===== config.mk =====
export PLATFORM = sky130hd
export DESIGN_NAME = dataset_sort_and_statistics
export DESIGN_NICKNAME = d
export VERILOG_FILES = /design/src/rtl/dss_pkg.sv /design/src/rtl/dataset_sort_and_statistics.sv /design/src/rtl/dss_ctl.sv /design/src/rtl/dss_dp.sv
export SDC_FILE = /design/constraint.sdc
export NUM_CORES = 1
export LEC_CHECK = 0
export ABC_AREA = 1
export BUFFER_PORTS_ARGS = -buffer_cell sky130_fd_sc_hd__buf_2
export CAP_MARGIN = 40
export CORE_MARGIN = 4
export CORE_UTILIZATION = 45
export DETAILED_ROUTE_END_ITERATION = 10
export PLACE_DENSITY = 0.6
export SYNTH_ARGS = -nofsm -noshare
export SYNTH_HDL_FRONTEND = slang
export SYNTH_SLANG_ARGS = --single-unit
export TNS_END_PERCENT = 1

===== constraint.sdc =====
create_clock -name clk -period 12.45 [get_ports clk]
set_clock_uncertainty 0.05 [all_clocks]
set_input_delay 1.8675 -clock clk [delete_from_list [all_inputs] [get_ports clk]]
set_output_delay 1.8675 -clock clk [all_outputs]
set_load 0.005 [all_outputs]

===== src/rtl/dss_pkg.sv =====
package dss_pkg;

  // controller states
  typedef enum logic [3:0] {
    ST_IDLE,
    ST_INSERT,
    ST_DIV_INIT,
    ST_DIVIDE,
    ST_MED_HI,
    ST_MED_LO,
    ST_MED_CALC,
    ST_EMIT,
    ST_FLUSH
  } ctl_state_t;

  // datapath operation for the current cycle
  typedef enum logic [3:0] {
    OP_IDLE,
    OP_LOAD,
    OP_INSERT,
    OP_DIV_INIT,
    OP_DIV_STEP,
    OP_MED_HI,
    OP_MED_LO,
    OP_MED_CALC,
    OP_EMIT,
    OP_FLUSH
  } dp_op_t;

  // datapath status back to the controller
  typedef struct packed {
    logic full;       // store holds MAX_SAMPLES words
    logic ins_done;   // insertion slot found this cycle
    logic div_last;   // final divider step
    logic emit_last;  // emission index at last rank
  } dp_stat_t;

endpackage


===== src/rtl/dataset_sort_and_statistics.sv =====
// Channel  Handshake          Word
// -------  -----------------  ------------------------------------------------
// input    start / busy       in_sample_value, in_last_sample
// result   out_strobe         out_sorted_value, out_rank, out_end_of_run,
//                             out_mean_floor, out_median_floor, out_largest,
//                             out_smallest, out_set_size, out_overflowed
//
// A word is taken when start is high and busy is low. To keep a sample,
// insertion walks the store one entry per cycle past the kept samples smaller
// than it, through its single read and write port.
// A sample that arrives while the set is full is dropped.
// After the last word: divider init, the divider steps, the median states
// (MED_HI, MED_LO, MED_CALC), then one result per cycle, one per kept sample, and a flush.
// Reset is synchronous, active low; the store needs no clearing pass.
// Results cannot be stalled: each stands for exactly one cycle.
module dataset_sort_and_statistics
  import dss_pkg::*;
#(
  parameter int MAX_SAMPLES = 64
) (
  input  logic       clk,
  input  logic       rst_n,
  input  logic       start,
  output logic       busy,
  input  logic [7:0] in_sample_value,
  input  logic       in_last_sample,
  output logic       out_strobe,
  output logic [7:0] out_sorted_value,
  output logic [5:0] out_rank,
  output logic       out_end_of_run,
  output logic [7:0] out_mean_floor,
  output logic [7:0] out_median_floor,
  output logic [7:0] out_largest,
  output logic [7:0] out_smallest,
  output logic [6:0] out_set_size,
  output logic       out_overflowed
);

  // controller issues one datapath operation per cycle
  dp_op_t   op;
  dp_stat_t stat;

  dss_ctl u_ctl (
    .clk            (clk),
    .rst_n          (rst_n),
    .start          (start),
    .in_last_sample (in_last_sample),
    .stat           (stat),
    .op             (op),
    .busy           (busy)
  );

  // store, running stats, divider, median and emission counters
  dss_dp #(
    .MAX_SAMPLES (MAX_SAMPLES)
  ) u_dp (
    .clk              (clk),
    .rst_n            (rst_n),
    .op               (op),
    .in_sample_value  (in_sample_value),
    .stat             (stat),
    .out_strobe       (out_strobe),
    .out_sorted_value (out_sorted_value),
    .out_rank         (out_rank),
    .out_end_of_run   (out_end_of_run),
    .out_mean_floor   (out_mean_floor),
    .out_median_floor (out_median_floor),
    .out_largest      (out_largest),
    .out_smallest     (out_smallest),
    .out_set_size     (out_set_size),
    .out_overflowed   (out_overflowed)
  );

`ifndef SYNTHESIS
  // results only appear while a set is being emitted
  a_strobe_busy: assert property (@(posedge clk) disable iff (!rst_n)
    out_strobe |-> busy)
    else $error("result word outside busy window");

  // emission is one unbroken burst
  a_burst: assert property (@(posedge clk) disable iff (!rst_n)
    out_strobe && !out_end_of_run |=> out_strobe)
    else $error("gap in result burst");

  // ranks count up by one
  a_rank: assert property (@(posedge clk) disable iff (!rst_n)
    out_strobe && !out_end_of_run |=> out_rank == $past(out_rank) + 6'd1)
    else $error("rank did not advance");

  // store is read out in descending order
  a_desc: assert property (@(posedge clk) disable iff (!rst_n)
    out_strobe && !out_end_of_run |=> out_sorted_value <= $past(out_sorted_value))
    else $error("sorted values not descending");

  // burst ends cleanly
  a_end: assert property (@(posedge clk) disable iff (!rst_n)
    out_strobe && out_end_of_run |=> !out_strobe)
    else $error("result after end of run");
`endif

endmodule


===== src/rtl/dss_ctl.sv =====
module dss_ctl
  import dss_pkg::*;
(
  input  logic     clk,
  input  logic     rst_n,
  input  logic     start,
  input  logic     in_last_sample,
  input  dp_stat_t stat,
  output dp_op_t   op,
  output logic     busy
);

  ctl_state_t state_r, state_nxt;
  logic       last_r, last_nxt;

  always_ff @(posedge clk) begin
    if (!rst_n) begin
      state_r <= ST_IDLE;
      last_r  <= 1'b0;
    end else begin
      state_r <= state_nxt;
      last_r  <= last_nxt;
    end
  end

  always_comb begin
    state_nxt = state_r;
    last_nxt  = last_r;
    op        = OP_IDLE;
    busy      = 1'b1;
    case (state_r)
      ST_IDLE: begin
        busy = 1'b0;
        if (start) begin
          op       = OP_LOAD;
          last_nxt = in_last_sample;
          if (!stat.full) begin
            state_nxt = ST_INSERT;
          end else if (in_last_sample) begin
            state_nxt = ST_DIV_INIT;
          end
        end
      end
      ST_INSERT: begin
        op = OP_INSERT;
        if (stat.ins_done) begin
          state_nxt = last_r ? ST_DIV_INIT : ST_IDLE;
        end
      end
      ST_DIV_INIT: begin
        op        = OP_DIV_INIT;
        state_nxt = ST_DIVIDE;
      end
      ST_DIVIDE: begin
        op = OP_DIV_STEP;
        if (stat.div_last) begin
          state_nxt = ST_MED_HI;
        end
      end
      ST_MED_HI: begin
        op        = OP_MED_HI;
        state_nxt = ST_MED_LO;
      end
      ST_MED_LO: begin
        op        = OP_MED_LO;
        state_nxt = ST_MED_CALC;
      end
      ST_MED_CALC: begin
        op        = OP_MED_CALC;
        state_nxt = ST_EMIT;
      end
      ST_EMIT: begin
        op = OP_EMIT;
        if (stat.emit_last) begin
          state_nxt = ST_FLUSH;
        end
      end
      ST_FLUSH: begin
        op        = OP_FLUSH;
        last_nxt  = 1'b0;
        state_nxt = ST_IDLE;
      end
      default: begin
        state_nxt = ST_IDLE;
      end
    endcase
  end

endmodule


===== src/rtl/dss_dp.sv =====
module dss_dp
  import dss_pkg::*;
#(
  parameter int MAX_SAMPLES = 64
) (
  input  logic       clk,
  input  logic       rst_n,
  input  dp_op_t     op,
  input  logic [7:0] in_sample_value,
  output dp_stat_t   stat,
  output logic       out_strobe,
  output logic [7:0] out_sorted_value,
  output logic [5:0] out_rank,
  output logic       out_end_of_run,
  output logic [7:0] out_mean_floor,
  output logic [7:0] out_median_floor,
  output logic [7:0] out_largest,
  output logic [7:0] out_smallest,
  output logic [6:0] out_set_size,
  output logic       out_overflowed
);

  localparam int AW  = (MAX_SAMPLES > 1) ? $clog2(MAX_SAMPLES) : 1;
  localparam int CW  = $clog2(MAX_SAMPLES + 1);
  localparam int SW  = 8 + AW;
  localparam int DCW = $clog2(SW + 1);

  // sample store, kept in descending order by insertion
  logic [7:0] mem [MAX_SAMPLES];
  logic          we;
  logic [AW-1:0] waddr, raddr;
  logic [7:0]    wdata, rdata_r;

  // set statistics
  logic [CW-1:0] count_r, count_nxt;
  logic [SW-1:0] sum_r, sum_nxt;
  logic [7:0]    max_r, max_nxt, min_r, min_nxt;
  logic          ovf_r, ovf_nxt;

  // insertion
  logic [7:0]    key_r, key_nxt;
  logic [CW-1:0] j_r, j_nxt;

  // restoring divider
  logic [CW-1:0]  rem_r, rem_nxt;
  logic [SW-1:0]  quo_r, quo_nxt;
  logic [DCW-1:0] dcnt_r, dcnt_nxt;
  logic [CW:0]    rem_sh, rem_diff;

  // median and emission
  logic [7:0]    mid_hi_r, mid_hi_nxt, med_r, med_nxt;
  logic [8:0]    mid_sum;
  logic [CW-1:0] k_r, k_nxt, ek_r, ek_nxt;
  logic          ev_r, ev_nxt;

  logic [CW-1:0] cnt_m1, j_m1, j_m2, half, half_m1;
  logic [CW+6:0] rank_ext, size_ext;
  logic          full, shift_on;

  assign full     = (count_r == CW'(MAX_SAMPLES));
  assign cnt_m1   = count_r - CW'(1);
  assign j_m1     = j_r - CW'(1);
  assign j_m2     = j_r - CW'(2);
  assign half     = count_r >> 1;
  assign half_m1  = half - CW'(1);
  assign shift_on = (j_r != '0) && (rdata_r < key_r);
  assign rem_sh   = {rem_r, quo_r[SW-1]};
  assign rem_diff = rem_sh - {1'b0, count_r};
  assign mid_sum  = {1'b0, mid_hi_r} + {1'b0, rdata_r};

  assign stat.full      = full;
  assign stat.ins_done  = !shift_on;
  assign stat.div_last  = (dcnt_r == DCW'(1));
  assign stat.emit_last = (k_r == cnt_m1);

  always_ff @(posedge clk) begin
    if (we) begin
      mem[waddr] <= wdata;
    end
    rdata_r <= mem[raddr];
  end

  always_ff @(posedge clk) begin
    if (!rst_n) begin
      count_r <= '0;
      sum_r   <= '0;
      max_r   <= 8'd0;
      min_r   <= 8'hFF;
      ovf_r   <= 1'b0;
      ev_r    <= 1'b0;
    end else begin
      count_r <= count_nxt;
      sum_r   <= sum_nxt;
      max_r   <= max_nxt;
      min_r   <= min_nxt;
      ovf_r   <= ovf_nxt;
      ev_r    <= ev_nxt;
    end
  end

  always_ff @(posedge clk) begin
    key_r    <= key_nxt;
    j_r      <= j_nxt;
    rem_r    <= rem_nxt;
    quo_r    <= quo_nxt;
    dcnt_r   <= dcnt_nxt;
    mid_hi_r <= mid_hi_nxt;
    med_r    <= med_nxt;
    k_r      <= k_nxt;
    ek_r     <= ek_nxt;
  end

  always_comb begin
    count_nxt  = count_r;
    sum_nxt    = sum_r;
    max_nxt    = max_r;
    min_nxt    = min_r;
    ovf_nxt    = ovf_r;
    key_nxt    = key_r;
    j_nxt      = j_r;
    rem_nxt    = rem_r;
    quo_nxt    = quo_r;
    dcnt_nxt   = dcnt_r;
    mid_hi_nxt = mid_hi_r;
    med_nxt    = med_r;
    k_nxt      = k_r;
    ek_nxt     = ek_r;
    ev_nxt     = 1'b0;
    we         = 1'b0;
    waddr      = j_r[AW-1:0];
    wdata      = key_r;
    raddr      = k_r[AW-1:0];
    case (op)
      OP_LOAD: begin
        if (full) begin
          ovf_nxt = 1'b1;
        end else begin
          count_nxt = count_r + CW'(1);
          sum_nxt   = sum_r + SW'(in_sample_value);
          if (in_sample_value > max_r) max_nxt = in_sample_value;
          if (in_sample_value < min_r) min_nxt = in_sample_value;
          key_nxt = in_sample_value;
          j_nxt   = count_r;
          raddr   = cnt_m1[AW-1:0];
        end
      end
      OP_INSERT: begin
        we = 1'b1;
        if (shift_on) begin
          wdata = rdata_r;
          j_nxt = j_m1;
          raddr = j_m2[AW-1:0];
        end
      end
      OP_DIV_INIT: begin
        rem_nxt  = '0;
        quo_nxt  = sum_r;
        dcnt_nxt = DCW'(SW);
      end
      OP_DIV_STEP: begin
        dcnt_nxt = dcnt_r - DCW'(1);
        if (!rem_diff[CW]) begin
          rem_nxt = rem_diff[CW-1:0];
          quo_nxt = {quo_r[SW-2:0], 1'b1};
        end else begin
          rem_nxt = rem_sh[CW-1:0];
          quo_nxt = {quo_r[SW-2:0], 1'b0};
        end
      end
      OP_MED_HI: begin
        raddr = half[AW-1:0];
      end
      OP_MED_LO: begin
        mid_hi_nxt = rdata_r;
        raddr      = half_m1[AW-1:0];
      end
      OP_MED_CALC: begin
        med_nxt = count_r[0] ? mid_hi_r : mid_sum[8:1];
        k_nxt   = '0;
      end
      OP_EMIT: begin
        raddr  = k_r[AW-1:0];
        k_nxt  = k_r + CW'(1);
        ek_nxt = k_r;
        ev_nxt = 1'b1;
      end
      OP_FLUSH: begin
        count_nxt = '0;
        sum_nxt   = '0;
        max_nxt   = 8'd0;
        min_nxt   = 8'hFF;
        ovf_nxt   = 1'b0;
      end
      default: begin
      end
    endcase
  end

  assign rank_ext = {7'd0, ek_r};
  assign size_ext = {7'd0, count_r};

  assign out_strobe       = ev_r;
  assign out_sorted_value = rdata_r;
  assign out_rank         = rank_ext[5:0];
  assign out_end_of_run   = (ek_r == cnt_m1);
  assign out_mean_floor   = quo_r[7:0];
  assign out_median_floor = med_r;
  assign out_largest      = max_r;
  assign out_smallest     = min_r;
  assign out_set_size     = size_ext[6:0];
  assign out_overflowed   = ovf_r;

endmodule


# After elaboration in Yosys (flattened, before gate mapping)
# Memories as Yosys holds them, arrays and structs flattened. A register that Yosys moved wholly into a read port is not among the register bits.
# Cells that the tools add are included.
# W data, S select, Z words.
word_totals:
  ff_bits: 114
  ramBits: 512
  in_bits: 12
  out_inout_bits: 57
  wordCells: 123
  n_memories: 1
mem_list:
  columns: ["memory", "words", "width", "rd", "rd_ports_with_merged_regs", "wr", "line", "rtl"]
  rows:
  - ["u_dp.mem", 64, 8, 1, 1, 1, "dss_dp.sv:29", "logic [7:0] mem [MAX_SAMPLES];"]
classes:
  add_sub_neg: 10
  n_lt_le_gt_ge: 3
  n_eq_ne: 31
  n_mux: 44
  bitwise_logic: 1
  n_reduce_logical: 16
ops:
  columns: ["cell", "count"]
  rows:
  - ["$mux W8", 7]
  - ["$pmux W14 S2", 2]
  - ["$pmux W7 S2", 4]
  - ["$pmux W4 S9", 1]
  - ["$eq A4 B3 Y1 const B", 8]
  - ["$pmux W4 S8", 1]
  - ["$pmux W8 S2", 2]
  - ["$mux W7", 4]
  - ["$mux W4", 6]
  - ["$pmux W6 S4", 1]
  - ["$eq A4 B2 Y1 const B", 4]
  - ["$lt A8 B8 Y1", 2]
  - ["$add A14 B8 Y14", 1]
  - ["$add A7 B1 Y7 const B", 2]
  - ["$eq A7 B7 Y1", 2]
  - ["$mux W14", 1]
  - ["$sub A7 B1 Y7 const B", 2]
  - ["$eq A4 B1 Y1 const B", 3]
  - ["$eq A4 B4 Y1 const B", 3]
  - ["$mux W6", 2]
  - ["$ne A2 B2 Y1 const B", 5]
  - ["$reduce_bool A2 Y1", 5]
  - ["$add A8 B8 Y9", 1]
  - ["$mux W1", 9]
  - ["other kinds (18)", 27]

# Logic depth before layout (Yosys ltp)
# Gate-level depths: netlist (run 1).
logic_depth:
  word_depth: 6
  ltp_mapped: 23

# By module
# A second synthesis (run 1) with hierarchy kept.
hier_totals:
  hier_cells: 2917
  hier_area_um2: 29575.9
modules_own_cells:
  columns: ["module", "instances", "cells_each", "area_per_inst_um2", "seq_area_each_um2"]
  rows:
  - ["dss_dp", 1, 2852, 29201.8, 18417.7]
  - ["dss_ctl", 1, 65, 374.1, 100.1]

# Worst setup path after synthesis (run 1)
# Ideal clock, no wire load.
synth_path:
  kind: "register -> register"
  startpoint: "register u_dp.j_r[0]"
  endpoint: "memory u_dp.mem[0][0], data pin"
  arrival_ns: 4.047
  path_slack_ns: 7.651
  path_stages_with_launch: 13
  period_less_slack_ns: 4.799
  cell_sequence: "edfxtp_1 clkbuf_1 inv_1 ha_1 inv_1 nor2_1 nand3_1 nand2_1 nor2_1 nand2_1 nor2_4 inv_1 o21ai_0"
synth_via:
  elab_chain_len: 4
synth_rtl:
  columns: ["item", "line", "rtl"]
  rows:
  - ["from (decl)", "dss_dp.sv:42", "logic [CW-1:0] j_r, j_nxt;"]
  - ["from (signal assigned)", "dss_dp.sv:103", "j_r <= j_nxt;"]
  - ["$reduce_bool A7 Y1", "dss_dp.sv:66", "assign shift_on = (j_r != '0) && (rdata_r < key_r);"]
  - ["$logic_and A1 B1 Y1", "dss_dp.sv:66", null]
  - ["$mux W8", "dss_dp.sv:149", "if (shift_on) begin"]
  - ["$mux W8", "dss_dp.sv:133", "case (op)"]
  - ["named net u_dp.wdata[0]", "dss_dp.sv:32", "logic [7:0] wdata, rdata_r;"]
  - ["to (decl)", "dss_dp.sv:29", null]
# The timed path passes the listed nets, and every way through them passes these cells.

# Final worst setup path (run 1)
layout_path:
  startpoint: "register u_dp.count_r[1], in the netlist u_dp.out_set_size[1]"
  endpoint: "output out_end_of_run"
layout_via:
  elab_chain_len: 2
layout_rtl:
  columns: ["item", "line", "rtl"]
  rows:
  - ["from (decl)", "dss_dp.sv:35", "logic [CW-1:0] count_r, count_nxt;"]
  - ["from (signal assigned)", "dss_dp.sv:92", "count_r <= count_nxt;"]
  - ["$sub A7 B1 Y7", "dss_dp.sv:61", "assign cnt_m1 = count_r - CW'(1);"]
  - ["$eq A7 B7 Y1", "dss_dp.sv:205", "assign out_end_of_run = (ek_r == cnt_m1);"]
  - ["to (decl)", "dataset_sort_and_statistics.sv:30", "output logic out_end_of_run,"]
# No other way between the ends.

==> results of run 1 <==
-- layer usage --
layer  track usage [%]  part of all wire [%]  routed length (microns)
met5                 0                     0                        0
met4              6.50                   2.4                     1880
met1              30.7                    43                    33600
met2              36.0                    48                    37100
met3              3.48                   6.7                     5240
-- report_power, final --
| part | total, mW | internal (mW) | switching (mW) |
|---|---|---|---|
| Sequential | 2.90 | 2.79 | 0.103 |
| Combinational | 3.86 | 1.06 | 2.80 |
| Clock | 2.01 | 1.16 | 0.850 |
-- cell families (layout without fill, tap and decap cells) --
| group | count (synthesis) | in the layout |
|---|---|---|
| adders and majority gates | 62 | 62 |
| buffers and inverters | 424 | 495 |
| AOI/OAI and AO/OA | 196 | 196 |
| xor gates and xnor gates | 29 | 29 |
| DFF | 634 | 634 |
| and+or+nand+nor | 1539 | 1539 |
-- through the flow --
step           worst slack [ns]  utilization [%]  power [mW]
6_report                   7.40             50.7        8.77
5_1_grt                    7.00             50.7        9.29
4_1_cts                    7.30             50.7        8.79
3_5_place_dp               7.17             47.2        6.78
3_3_place_gp               6.55             46.8        6.66
2_1_floorplan              7.65                -        5.50
-- worst register-to-register path: cells and delay by family (launching register included) --
family,cells,cell delay [ns]
flip-flops,1,0.44
adder cells (fa/ha/maj),1,0.27
AND/OR/NAND/NOR,13,1.70
buffers and inverters,6,2.05
-- layout make-up --
class	instances	area, sq um	share of cell area (%)
sequential	634	18500	56.7
clock buffer	91	1920	5.89
inverter	259	977	2.99
tap	855	1070	3.28
multi-input combinational	1826	9070	27.8
timing repair buffer	114	818	2.51
clock inverter	31	285	0.873
-- registers in the layout, indices dropped and copies added (netlist names) --
name	flops
u_dp.k_r	7
u_dp.quo_r	14
u_dp.dcnt_r	4
u_dp.rem_r	7
u_dp.mem	512
u_dp.out_largest	8
u_dp.out_set_size	7
u_dp.ek_r	7
u_ctl.state_r	4
u_dp.out_overflowed	1
u_dp.out_smallest	8
u_dp.sum_r	14
u_ctl.last_r	1
u_dp.out_sorted_value	8
u_dp.out_median_floor	8
u_dp.out_strobe	1
u_dp.key_r	8
u_dp.mid_hi_r	8
u_dp.j_r	7
-- layout by cell type (no fill, tap or decap), types with 5 or more instances in the layout --
master     Yosys  final
nor2_2         4      5
o21ai_4        0      9
o211ai_1      10     10
inv_1        252    252
nand3_1      570    569
clkbuf_1      22     14
buf_2        114     68
buf_16         0      5
nor2_1       126    125
nand4_1        8      8
o21ai_0       75     67
clkbuf_16      0     72
clkinv_2       0     14
ha_1          59     59
dfxtp_1       52     52
a21oi_1       74     74
nor3_1         7      7
nand2_1      774    774
or2_2          6      6
edfxtp_1     582    582
xor2_1        14     14
nand3b_1      32     32
buf_4         19     38
xnor2_1       15     15
clkinv_1       2      9
clkbuf_8       0      5
-- worst min path at each step --
stage                                     startpoint                                to  slack, ns  cells past startpoint
floorplan                  u_dp.k_r[3]$_SDFFCE_PN0P_            u_dp.ek_r[3]$_DFFE_PP_       0.38                      0
global placement         u_dp.sum_r[13]$_SDFFE_PN0P_       u_dp.sum_r[13]$_SDFFE_PN0P_       0.40                      2
detailed placement  u_dp.out_overflowed$_SDFFE_PN0P_  u_dp.out_overflowed$_SDFFE_PN0P_       0.41                      2
CTS                 u_dp.out_overflowed$_SDFFE_PN0P_  u_dp.out_overflowed$_SDFFE_PN0P_       0.42                      2
global route             u_dp.sum_r[12]$_SDFFE_PN0P_       u_dp.sum_r[13]$_SDFFE_PN0P_       0.45                      2
finish              u_dp.out_overflowed$_SDFFE_PN0P_  u_dp.out_overflowed$_SDFFE_PN0P_       0.42                      2
==> reports/results.txt, run 1 <==
Area after DPL - 30400 sq um
Max Fclk - 198 MHz
largest net degree at the start of global routing - 160
reg-to-reg endpoint - u_dp.out_sorted_value[3]$_DFF_P_
Hold Path Class - register to register
Reg-to-Reg Start - u_dp.out_set_size[1]$_SDFFE_PN0P_
Cell Chain, Critical Path - inv_1 -> ha_1 -> xnor2_1 -> nand2_1 -> o21ai_0 -> xnor2_1 -> a2111oi_0 -> buf_2
Placed Instances - 3687
Buffers on Ports - 68
post-synthesis mux area share - 0%
Core Rows - 93
nets - 2979
Crit. Startpoint - u_dp.out_set_size[1]$_SDFFE_PN0P_
layout cell share with drive strength beyond 1 - 8.73%
Net Count, Synth - 2958
Fin Setup TNS - 0 ns
Layout area overhead - 11.4%
WS Path Type - register to output pin
CP delay by family, top - compound AO/OA/AOI/OAI gates
synthesis-stage register bit count - 634
post-CTS setup buffers - 0
Startpoint Class - register
final WL - 77.9 mm
FFs w/ async S/R, synth - 0%
worst relative slew slack - 37.5%
Pre-antenna DRT Iters - 5
crit path time final - 5.05 ns
max-slew violation count - 0
clk sinks - 634
Worst-path clk slew - 0.06 ns
Synth Area in XOR/XNOR - 0.866%
most numerous cell in the Yosys netlist - nand2_1
depth of the most critical reg-to-reg path - 20
largest family of logic cells by synthesized area - simple AND/OR/NAND/NOR gates
Most Frequent Cell on Critical Path - xnor2_1
n_diodes - 0
PwrDens - 268 nW/um^2
total number of vias - 20.8k
post-synthesis cell count - 2884
GR Overflow Total - 0
# hold bufs at CTS - 0
total track usage - 22.0%
number of flops mapped to enable cells by yosys - 582
Worst Tran Pin Value - 0.934 ns
dominant synthesized flop cell - edfxtp_1
Detail Route Antenna Nets - 0
DRT iter0 DRCs - 2134
clk buf depth - 3
die area - 69300 sq um
Worst EP arrival - 3.13 ns
Die Ht - 263 microns
post-synthesis sequential area ratio - 63.2%
top cell type by total area after synthesis - edfxtp_1
Max-Cap Viols - 0
Max stage delay cell, worst path - dfxtp_1
share of the synthesized area in the top cell type - 59.6%
Critical Path Stages - 8
DRC viols - 0
H-tree depth - 3
hold_ws - 0.418 ns
Worst path max stage delay - 0.58 ns
insertion delay to the later sink of the worst-skew pair - 0.61 ns
Synth Area in Simple Gates - 23.0%
final critical-path share of the clock period - 40.6%
Worst R2R Setup Slack - 7.88 ns
Worst VDD drop - 0.228 mV
final hold vios - 0
final setup violating endpoints - 0
Initial Util - 45.5%
CTS Buf Count - 70
WP data required - 10.53 ns
top post-synthesis cells by count - nand2_1 (774), edfxtp_1 (582), nand3_1 (570), inv_1 (252), nor2_1 (126)
clk root buf - clkbuf_16
Post-Synth Adder-Cell Area - 2.72%
Pleak - 12.9 nW
first-pass GRT wire length - 121 mm
IO Pins - 69
Synth area leaders - edfxtp_1 (60%), nand2_1 (9.9%), nand3_1 (9.7%)
Fillers - 5857
average wire per standard cell - 20.4 microns
RSZ-0062 raised after global routing - false
vias per cell - 5.45
number of global-route vias before repair - 20.2k
Non-Filler Instances - 3810
Core ar. - 64500 sq um
Synth Area in Compound Gates - 3.90%
status - finished, final reports clean
initial antenna violation count - 0
Yosys warning count - 0
CP Capture Type - output pin
mapped cell area - 29300 sq um
critical path fanouts, max - 10
Design Area, Final - 32700 sq um
syn_area_per_cell - 10.2 sq um
Yosys cell types - 54
post-cts sizing count - 0
Die X - 263 microns
Crit path buffers/inverters - 2
crit path to - out_end_of_run
GPL Wtd Cong - 0.864
CTS tree - built
Final HPWL DP - 46.6 mm
(Power assumes the default switching activity.)
==> run 2: changes to the inputs <==
--- a/config.mk
+++ b/config.mk
@@ -11,7 +11,7 @@
 export CORE_MARGIN = 4
 export CORE_UTILIZATION = 45
 export DETAILED_ROUTE_END_ITERATION = 10
-export PLACE_DENSITY = 0.6
+export PLACE_DENSITY = 0.62
 export SYNTH_ARGS = -nofsm -noshare
 export SYNTH_HDL_FRONTEND = slang
 export SYNTH_SLANG_ARGS = --single-unit
==> constraint.sdc (replaced) <==
create_clock -name clk -period 4.5 [get_ports clk]
set_clock_uncertainty 0.05 [all_clocks]
set_input_delay 0.675 -clock clk [delete_from_list [all_inputs] [get_ports clk]]
set_output_delay 0.675 -clock clk [all_outputs]
set_load 0.005 [all_outputs]
==> run 2 against run 1 <==
Effect of this change: cell count up 0.63%; design area up 1.0%; clock power rose to 2.9 times the previous value; largest cell class unchanged; highest routed layer unchanged.
==> reports/results.txt, run 2 (synthesized netlist as in run 1, its figures left out) <==
status - finished, final reports clean (unchanged)
Worst EP arrival - 4.67 ns (was 3.13 ns)
number of global-route vias before repair - 20.7k (was 20.2k)
clk sinks - 634 (unchanged)
Worst-path clk slew - 0.06 ns (about the same)
Worst path max stage delay - 0.67 ns (was 0.58 ns)
reg-to-reg endpoint - u_dp.out_sorted_value[1]$_DFF_P_ (was u_dp.out_sorted_value[3]$_DFF_P_)
RSZ-0062 raised after global routing - false (unchanged)
Hold Path Class - primary input to register (was register to register)
Cell Chain, Critical Path - inv_1 -> ha_1 -> inv_1 -> nor2_1 -> nand3_1 -> nand2_1 -> nor2_1 -> nand2_1 -> nor2_4 -> buf_4 -> nand2_1 -> nand2_1 -> a21oi_4 -> buf_4 -> nand3_1 -> nand3_1 -> nand3_1 -> nand3_1 -> nand3_1 -> nand2_1 (was inv_1 -> ha_1 -> xnor2_1 -> nand2_1 -> o21ai_0 -> xnor2_1 -> a2111oi_0 -> buf_2)
GR Overflow Total - 0 (unchanged)
max-slew violation count - 0 (unchanged)
hold_ws - 0.275 ns (was 0.418 ns)
n_diodes - 0 (unchanged)
Pleak - 13.1 nW (was 12.9 nW)
Biggest register - u_dp.mem (unchanged)
CTS Buf Count - 71 (was 70)
worst relative slew slack - 38.3% (was 37.5%)
initial antenna violation count - 0 (unchanged)
final WL - 80.5 mm (was 77.9 mm)
IO Pins - 69 (unchanged)
total track usage - 22.6% (was 22.0%)
max reg flops - 512 (unchanged)
DRC viols - 0 (unchanged)
Hold Crit Start - in_last_sample (was u_dp.out_overflowed$_SDFFE_PN0P_)
Core ar. - 64500 sq um (unchanged)
Worst VDD drop - 0.576 mV (was 0.228 mV)
layout cell share with drive strength beyond 1 - 9.16% (was 8.73%)
Detail Route Antenna Nets - 0 (unchanged)
Max Fclk - 240 MHz
post-CTS setup buffers - 0 (unchanged)
Pre-antenna DRT Iters - 6 (was 5)
Final HPWL DP - 50.4 mm (was 46.6 mm)
Fin Setup TNS - 0 ns (unchanged)
Worst Hold Depth - 3 (was 2)
worst hold endpoint - u_ctl.last_r$_SDFFE_PN0P_ (was u_dp.out_overflowed$_SDFFE_PN0P_)
nets - 2995 (was 2979)
H-tree depth - 3 (unchanged)
Layout area overhead - 12.5% (was 11.4%)
average wire per standard cell - 21.0 microns (was 20.4 microns)
WP data required - 5.01 ns (was 10.53 ns)
Max-Cap Viols - 0 (unchanged)
overall power - 24.9 mW (was 8.77 mW)
final hold vios - 0 (unchanged)
vias per cell - 5.56 (was 5.45)
most frequent cells in the layout - nand2_1 (774), edfxtp_1 (582), nand3_1 (569) (unchanged)
Fillers - 5722 (was 5857)
clk buf depth - 3 (unchanged)
Core Rows - 93 (unchanged)
WS Path Type - register to register (was register to output pin)
final setup violating endpoints - 0 (unchanged)
Initial Util - 45.5% (unchanged)
Worst R2R Setup Slack - 0.33 ns (was 7.88 ns)
Max stage delay cell, worst path - a21oi_4 (was dfxtp_1)
biggest regs - u_dp.mem: 512 flops, u_dp.quo_r: 14 flops, u_dp.sum_r: 14 flops (unchanged)
CTS tree - built (unchanged)
clk root buf - clkbuf_16 (unchanged)
first-pass GRT wire length - 123 mm (was 121 mm)
Final Core Density - 51.2% (was 50.7%)
Place WS - 0.361 ns (was 7.17 ns)
critical path fanouts, max - 33 (was 10)
commonest non-fill, non-tap cell in the layout - nand2_1 (unchanged)
Die Ht - 263 microns (unchanged)
total number of vias - 21.3k (was 20.8k)
fin worst setup slack - 0.335 ns (was 7.40 ns)
depth of the most critical reg-to-reg path - 20 (unchanged)
insertion delay to the later sink of the worst-skew pair - 0.62 ns (was 0.61 ns)
Buffers on Ports - 68 (unchanged)
PwrDens - 756 nW/um^2 (was 268 nW/um^2)
DRT iter0 DRCs - 2165 (was 2134)
CP Capture Type - register (was output pin)
GPL Wtd Cong - 0.892 (was 0.864)
crit path time final - 4.17 ns
die area - 69300 sq um (unchanged)
final critical-path share of the clock period - 92.6%
Most Frequent Cell on Critical Path - nand3_1 (was xnor2_1)
Die X - 263 microns (unchanged)
Worst Tran Pin Value - 0.923 ns (was 0.934 ns)
largest net degree at the start of global routing - 133 (was 160)
Reg-to-Reg Start - u_dp.j_r[0]$_DFFE_PP_ (was u_dp.out_set_size[1]$_SDFFE_PN0P_)
Startpoint Class - register (unchanged)
## run 2: cell types whose count changed in the layout (fill, tap and decap cells not counted), moves of 4 or more
cell       change
buf_12        +12
buf_4          +7
clkinv_1       +5
bufinv_16      +4
clkbuf_1       +4
## run 2: worst max-delay path by stage
| stage | to | from | slack [ns] |
|---|---|---|---|
| 5_1_grt | u_dp.out_sorted_value[1]$_DFF_P_ | u_dp.j_r[1]$_DFFE_PP_ | 0.02 |
| 4_1_cts | u_dp.out_sorted_value[0]$_DFF_P_ | u_dp.out_set_size[1]$_SDFFE_PN0P_ | 0.33 |
| 2_1_floorplan | u_dp.mem[0][1]$_DFFE_PP_ | u_dp.j_r[0]$_DFFE_PP_ | -0.21 |
| 3_3_place_gp | u_dp.out_sorted_value[7]$_DFF_P_ | u_dp.j_r[0]$_DFFE_PP_ | 0.42 |
| 3_5_place_dp | u_dp.out_sorted_value[0]$_DFF_P_ | u_dp.out_set_size[1]$_SDFFE_PN0P_ | 0.36 |
| 6_report | u_dp.out_sorted_value[1]$_DFF_P_ | u_dp.j_r[0]$_DFFE_PP_ | 0.33 |
## run 2: repair_timing
item                                    in CTS  in global routing
gates resized for setup                      0                  1
endpoints found under the setup margin       0                  2
hold buffers                                 0                  0
## run 2: metrics by stage
stage | std cells | instance area (sq um)
floorplan | 2884 | 29300
global placement | 3693 | 30500
detailed placement | 3702 | 30600
CTS | 3833 | 33000
global route | 3834 | 33000
finish | 3834 | 33000
## run 2: final cells by class
cell class	count	area (sq um)	area share [%]
Clock inverter	38	417	1.26
Timing Repair Buffer	129	1010	3.07
Clock buffer	93	1920	5.83
Sequential cell	634	18500	56.1
Tap cell	855	1070	3.24
Inverter	259	977	2.96
Multi-Input combinational cell	1826	9070	27.5
## run 2: routing by layer
layer	vias up	GRT usage (%)	share of wire, %
li1	9928	-	-
met1	10300	31.6	42
met2	903	36.1	47
met3	144	4.32	7.8
met4	0	6.96	2.8
met5	-	0	0
## run 2: worst max-delay path, delay by kind of cell, from the launching register on
family / cells / cell delay, ns
DFF: 1 / 0.51
buffers and inverters: 4 / 1.00
adders and majority gates: 1 / 0.17
and+or+nand+nor: 14 / 1.69
AOI/OAI and AO/OA: 1 / 0.67
## run 2: power by group
group          leakage [nW]  total, mW  internal [mW]  switching [mW]
clock                  1.14       5.81           3.44            2.38
sequential             5.70       7.96           7.70           0.257
combinational          6.22       11.2           3.13            8.03
